File: src/design/irn_pkg.sv
// Shared types and constants for the image rotation block.
// No dependencies.
package irn_pkg;

  localparam int COORD_W = 9;
  localparam int RGB_W   = 24;
  localparam int DIM_W   = 10;
  localparam int TRIG_W  = 16;
  localparam int CTR_W   = DIM_W + 1;
  localparam int CFG_IDX_W = 2;

  localparam logic [DIM_W-1:0]         WIDTH_RST  = 10'd512;
  localparam logic [DIM_W-1:0]         HEIGHT_RST = 10'd512;
  localparam logic signed [TRIG_W-1:0] COS_RST    = 16'sd16384;
  localparam logic signed [TRIG_W-1:0] SIN_RST    = 16'sd0;

  typedef enum logic {
    OP_LOAD  = 1'b0,
    OP_QUERY = 1'b1
  } irn_op_t;

  typedef enum logic [CFG_IDX_W-1:0] {
    REG_WIDTH  = 2'd0,
    REG_HEIGHT = 2'd1,
    REG_COS    = 2'd2,
    REG_SIN    = 2'd3
  } irn_reg_t;

  typedef enum logic [1:0] {
    ST_IDLE,
    ST_MAP,
    ST_DONE
  } irn_state_t;

  typedef struct packed {
    logic valid;
    logic in_frame;
  } irn_map_stat_t;

endpackage

File: src/design/irn_map.sv
// Inverse coordinate mapping pipeline: centre, rotate, recentre, bounds check,
// frame store address. Five stages. Depends on irn_pkg.
module irn_map
  import irn_pkg::*;
#(
  parameter int MAX_DIM = 512,
  parameter int FRAC_BITS = 14,
  localparam int AW = $clog2(MAX_DIM * MAX_DIM)
) (
  input  logic                     clk,
  input  logic                     rst,
  input  logic                     start,
  input  logic [COORD_W-1:0]       x,
  input  logic [COORD_W-1:0]       y,
  input  logic [DIM_W-1:0]         width_cfg,
  input  logic [DIM_W-1:0]         height_cfg,
  input  logic signed [TRIG_W-1:0] cos_q,
  input  logic signed [TRIG_W-1:0] sin_q,
  output irn_map_stat_t            stat,
  output logic [AW-1:0]            addr
);

  localparam int PW   = TRIG_W + CTR_W;
  localparam int SW   = (FRAC_BITS + 2 > PW + 1) ? FRAC_BITS + 2 : PW + 1;
  localparam int CO_W = (MAX_DIM > 1) ? $clog2(MAX_DIM) : 1;
  localparam logic signed [SW-1:0] BIAS = SW'((64'd1 << FRAC_BITS) - 64'd1);

  logic [DIM_W-1:0] w;
  logic [DIM_W-1:0] h;
  logic [4:0]       vld;

  // stage 1: centred coordinates
  logic signed [CTR_W:0]   dx, dy, dx_adj, dy_adj;
  logic signed [CTR_W-1:0] cx, cy;
  // stage 2: products
  logic signed [PW-1:0]    p_cx, p_sy, p_cy, p_sx;
  // stage 3: rotated, truncated
  logic signed [SW-1:0]    sum_x, sum_y, adj_x, adj_y, rx, ry;
  // stage 4: source coordinates and bounds
  logic signed [SW:0]      tx, ty, tx_adj, ty_adj;
  logic signed [SW-1:0]    sxv, syv;
  logic                    in_x, in_y, inside4, inside5;
  logic [CO_W-1:0]         sx_c, sy_c;

  // clamp the frame to the store
  always_comb begin
    w = width_cfg;
    h = height_cfg;
    if (MAX_DIM < 1024 && 32'(width_cfg) > MAX_DIM) begin
      w = DIM_W'(MAX_DIM);
    end
    if (MAX_DIM < 1024 && 32'(height_cfg) > MAX_DIM) begin
      h = DIM_W'(MAX_DIM);
    end
  end

  always_comb begin
    dx     = (CTR_W+1)'({x, 1'b0}) - (CTR_W+1)'(w);
    dy     = (CTR_W+1)'({y, 1'b0}) - (CTR_W+1)'(h);
    // round the half toward zero
    dx_adj = dx + (CTR_W+1)'(dx[CTR_W]);
    dy_adj = dy + (CTR_W+1)'(dy[CTR_W]);

    sum_x  = SW'(p_cx) + SW'(p_sy);
    sum_y  = SW'(p_cy) - SW'(p_sx);
    adj_x  = sum_x + (sum_x[SW-1] ? BIAS : '0);
    adj_y  = sum_y + (sum_y[SW-1] ? BIAS : '0);

    tx     = {rx, 1'b0} + (SW+1)'(w);
    ty     = {ry, 1'b0} + (SW+1)'(h);
    tx_adj = tx + (SW+1)'(tx[SW]);
    ty_adj = ty + (SW+1)'(ty[SW]);
    sxv    = tx_adj[SW:1];
    syv    = ty_adj[SW:1];
    in_x   = !sxv[SW-1] && (sxv < SW'(w));
    in_y   = !syv[SW-1] && (syv < SW'(h));
  end

  always_ff @(posedge clk) begin
    if (rst) begin
      vld <= '0;
    end else begin
      vld <= {vld[3:0], start};
    end
  end

  always_ff @(posedge clk) begin
    cx      <= dx_adj[CTR_W:1];
    cy      <= dy_adj[CTR_W:1];
    p_cx    <= PW'(cos_q) * PW'(cx);
    p_sy    <= PW'(sin_q) * PW'(cy);
    p_cy    <= PW'(cos_q) * PW'(cy);
    p_sx    <= PW'(sin_q) * PW'(cx);
    rx      <= adj_x >>> FRAC_BITS;
    ry      <= adj_y >>> FRAC_BITS;
    sx_c    <= sxv[CO_W-1:0];
    sy_c    <= syv[CO_W-1:0];
    inside4 <= in_x && in_y;
    addr    <= AW'(sy_c) * AW'(MAX_DIM) + AW'(sx_c);
    inside5 <= inside4;
  end

  assign stat.valid    = vld[4];
  assign stat.in_frame = inside5;

endmodule

File: config.mk
export PLATFORM = sky130hd
export DESIGN_NAME = irn_map
export DESIGN_NICKNAME = d
export VERILOG_FILES = /design/src/design/irn_pkg.sv /design/src/design/irn_map.sv
export SDC_FILE = /design/constraint.sdc
export NUM_CORES = 2
export LEC_CHECK = 0
export BUFFER_PORTS_ARGS = -buffer_cell sky130_fd_sc_hd__buf_2
export CORE_MARGIN = 1
export CORE_UTILIZATION = 46
export CTS_BUF_LIST = sky130_fd_sc_hd__clkbuf_16
export DETAILED_ROUTE_END_ITERATION = 6
export PLACE_DENSITY_LB_ADDON = 0.1
export SLEW_MARGIN = 15
export SYNTH_ARGS = -nofsm -noshare
export SYNTH_HDL_FRONTEND = slang
export SYNTH_SLANG_ARGS = --single-unit
File: constraint.sdc
create_clock -name clk -period 6.7 [get_ports clk]
set_clock_uncertainty 0.2 [all_clocks]
set_input_delay 0.67 -clock clk [delete_from_list [all_inputs] [get_ports clk]]
set_output_delay 0.67 -clock clk [all_outputs]
set_load 0.05 [all_outputs]
**After elaboration in Yosys (flattened, before gate mapping)**

Index checks and enable logic that the tools add are counted.

- Add/sub/neg operators: 13
- Multipliers: 4
- Order comparisons: 4
- Muxes and demuxes: 4
- Reduce and logical (&&, ||, !) cells: 5

Operators by type and width:

| cell | count |
|---|---|
| 16-bit by 11-bit multiplier with 27-bit output | 4 |
| 29-bit by 1-bit adder with 29-bit output | 2 |
| 29-bit by 10-bit adder with 29-bit output | 2 |
| 28-bit by 14-bit adder with 28-bit output | 2 |
| 28-bit by 10-bit < comparator with 1-bit output | 2 |
| 27-bit by 27-bit adder with 28-bit output | 1 |
| 14-bit two-way mux | 2 |
| 27-bit by 27-bit subtractor with 28-bit output | 1 |
| 11-bit by 2-bit adder with 12-bit output | 2 |
| 10-bit by 10-bit subtractor with 11-bit output | 2 |
| 10-bit greater-than comparator, second input constant | 2 |
| 10-bit two-way mux | 2 |
| 18-bit by 9-bit adder with 18-bit output | 1 |
| 1-bit logical AND | 3 |
| 1-bit logical NOT | 2 |

- Register bits after elaboration: 201
- Bits of input ports: 73
- Output and inout bits: 20
- Logic and storage cells: 44

**Logic depth before layout (Yosys ltp)**

- Depth in word-level cells: 7
- Gate-level depth with buffers: 26
- Gate-level depth less buffers: 26

**Worst setup path before layout**

OpenSTA, ideal clock, no wires.

- Kind: input to register
- Start point: input cos_q[3]
- End point: register p_cx[26]
- Library setup time: 0.143 ns
- Arrival time: 5.591 ns
- Required time: 6.357 ns
- Setup slack: 0.766 ns
- Stages on the path: 22
- Path buffers: 1
- Cells stage by stage: clkbuf_1 -> nand2_1 -> fa_1 -> inv_1 -> ha_1 -> fa_1 -> inv_1 -> fa_1 -> fa_1 -> inv_1 -> ha_1 -> nor2b_1 -> o21ai_0 -> a21oi_1 -> o211ai_1 -> a21oi_1 -> o31a_1 -> o311a_1 -> a31o_2 -> o21bai_1 -> nor2b_1 -> o211ai_1

- Word-level cells in the longest chain between the ends: 1

Ends and longest elaborated chain:

| item | line | text |
|---|---|---|
| start: declaration | irn_map.sv:17 | `input logic signed [TRIG_W-1:0] cos_q,` |
| 16-bit by 11-bit multiplier with 27-bit output | irn_map.sv:90 | `p_cx <= PW'(cos_q) * PW'(cx);` |
| end signal: assignment | irn_map.sv:90 |  |
| end: declaration | irn_map.sv:36 | `logic signed [PW-1:0] p_cx, p_sy, p_cy, p_sx;` |

Every way passes these cells.
A chain may end at the register's enable or synchronous reset.

**Worst setup path after layout**

- Start point: register cy[7]
- End point: register p_sy[25]

- Word-level cells in the longest chain between the ends: 1

Ends and longest elaborated chain:

| item | line | text |
|---|---|---|
| start: declaration | irn_map.sv:34 | `logic signed [CTR_W-1:0] cx, cy;` |
| start signal: assignment | irn_map.sv:89 | `cy <= dy_adj[CTR_W:1];` |
| 16-bit by 11-bit multiplier with 27-bit output | irn_map.sv:91 | `p_sy <= PW'(sin_q) * PW'(cy);` |
| end signal: assignment | irn_map.sv:91 |  |
| end: declaration | irn_map.sv:36 |  |

Every way passes these cells.

==> reports/metrics.csv <==
metric,value,unit
place.gp.congestion,0.8548,
cts_tree,yes,
ant_nets,0,
die_area,0.08075,mm2
max_cap_violations,0,
yosysTopAreaCellShare,0.3575,
finalMaxSlewViolations,0,
num_rows,103,
cts.sinks,201,
worst-path-max-fanout,11,
ys.flop_type,dfxtp_1,
fmax,157.4,MHz
critPathLaunchType,flop,
worstMarginPinSlew,1.167,ns
final_hold_viol_count,0,
yosys.area.top_type,fa_1,
worstReg2RegStart,cy[7],
cts_root_buf,clkbuf_16,
yosys-top-cells-count,"inv_1 (782), fa_1 (654), nand2_1 (422)",
wl,93.77,mm
async_flop_share,0,
status,completed,
fin_setup_tns,0,ns
grt_pass1_wl,152.9,mm
worstPathRequired,6.94,ns
seq_area,0.004025,mm2
via_per_inst,5.119,
worstSkewPairLatency,0.57,ns
post-route-period-util,0.9481,
port_buffers,92,
syn_to_final_growth,7.939,%
crit_start,cy[7],
yosys_register_bits,201,
post_cts_buffers,0,
htree_levels,1,
antenna_found_initial,6,
path_clk_slew,0.06,ns
detailroute.via_count,26640,
grt_use_total,0.2400,
num_io_pins,93,
grt_pass1_vias,28000,
max_slew_margin,0.2016,
setup-violations-final,0,
syn-num-nets,5153,
hpwl,79.02,mm
hold_class,flop to flop,
multi_input_area,0.02910,mm2
numCtsBuffers,25,
rsz0062_at_grt,no,
syn_area,0.03663,mm2
avgRoutedWirePerCell,18.02,um
critPathKind,flop to flop,
synth.most_common_cell,inv_1,
fillers,7756,
yosysSeqAreaShare,0.1099,
core_area,0.07887,mm2
drtIter0Drc,1249,
clock_path_buffers,3,
fin_crit,6.352,ns
dieHeight,284.2,um
grt_max_degree,33,
layout.nets,5228,
drive_gt1_frac,0.06525,
synthTopCellsByArea,"fa_1 (36%), ha_1 (12%), dfxtp_1 (11%)",
firstDrtPassIters,5,
synthCells,4061,
syn_area_per_cell,9.019,um2
cp.arrival,6.59,ns
grt-ovfl-total,0,
start_util,0.4644,
synth_edf_count,0,
drc,0,
min-delay-start,sx_c[7],
cp-end-kind,flop,
fp.dieW,284.2,um
yosysWarnings,0,
synth_cell_types,86,
-- cell usage in the layout, fill, tap and decap left out, types with 76 or more instances in the layout --
master and count:
inv_1 788, fa_1 654, nand2_1 422, ha_1 365, and2_1 349, dfxtp_1 200
xnor2_1 168, a21oi_1 133, nor2_1 131, buf_4 97, buf_2 92, nand2b_1 82
o21ai_0 76
-- per-layer routing --
| metal | vias up | wire, um | GRT usage | share of wire |
|---|---|---|---|---|
| met1 | 13280 | 43150 | 0.3333 | 0.46 |
| met2 | 522 | 44510 | 0.4062 | 0.47 |
| met4 | 6 | 2003 | 0.05161 | 0.021 |
| met3 | 96 | 4070 | 0.02207 | 0.043 |
| met5 | - | 35 | 0 | 0.00037 |
| li1 | 12740 | - | - | - |
-- flip-flops by register name (all words and copies together), names as in the netlist, 11 cells and up --
name / cells
rx: 14
cx: 11
addr: 18
p_cx: 27
cy: 11
p_sy: 27
p_cy: 27
p_sx: 27
ry: 14
-- per-stage QoR --
step / cell area, um2 / utilization / hold slack (ns) / worst slack [ns] / std cells
final: 39530 / 0.5012 / 0.1201 / 0.3476 / 5205
after global routing: 39530 / 0.5012 / 0.1305 / 0.1026 / 5204
after CTS: 39530 / 0.5012 / 0.1098 / 0.2507 / 5203
after detailed placement: 38660 / 0.4902 / 0.1121 / 0.2005 / 5159
after global placement: 38660 / 0.4902 / 0.1097 / 0.2668 / 5159
after floorplan: 36630 / - / 0.1096 / 0.7661 / 4061
-- cells by family after synthesis --
| group | synth area share |
|---|---|
| buffers and inverters | 0.09559 |
| and+or+nand+nor | 0.1674 |
| xor gates and xnor gates | 0.05668 |
| DFF | 0.1099 |
| adders and majority gates | 0.4822 |
| muxes | 0.001401 |
| AOI/OAI and AO/OA | 0.08691 |
-- timing repair --
action / 4_1_cts / 5_1_grt
setup endpoints to repair: 0 / 5
hold buffers: 0 / 0
hold endpoints to repair: 0 / 0
gates resized for setup: 0 / 1
-- worst max-delay path, stage by stage (launching register included) --
cell and delay, ns:
dfxtp_1 0.86, buf_4 0.30, and2_1 0.16, fa_1 0.40
inv_1 0.08, fa_1 0.41, fa_1 0.49, fa_1 0.49
inv_1 0.05, fa_1 0.43, ha_1 0.32, buf_4 0.16
and3_1 0.17, a31oi_1 0.33, a31oi_1 0.19, o21ai_0 0.20
nand2b_1 0.12, a21o_1 0.23, a211oi_1 0.35, a21oi_1 0.14
xor2_1 0.16
-- final timing paths --
kind | to | slack [ns] | cells past startpoint
max | p_sy[25] | 0.35 | 20
min | addr[7] | 0.12 | 0
max reg2reg | p_sy[25] | 0.35 | 20
min reg2reg | addr[7] | 0.12 | 0
-- layout make-up --
class | count | area share
Tap cell | 1050 | 0.03323
Clock buffer | 25 | 0.01582
Inverter | 782 | 0.07425
Antenna cell | 2 | 0.0001266
Timing Repair Buffer | 194 | 0.03260
Sequential cell | 201 | 0.1018
Multi-Input combinational cell | 2932 | 0.7361
Clock inverter | 19 | 0.006045
Power is left out: the tool's default activity adds up to more than one toggle a clock period on the data nets, which glitch-free logic cannot reach.
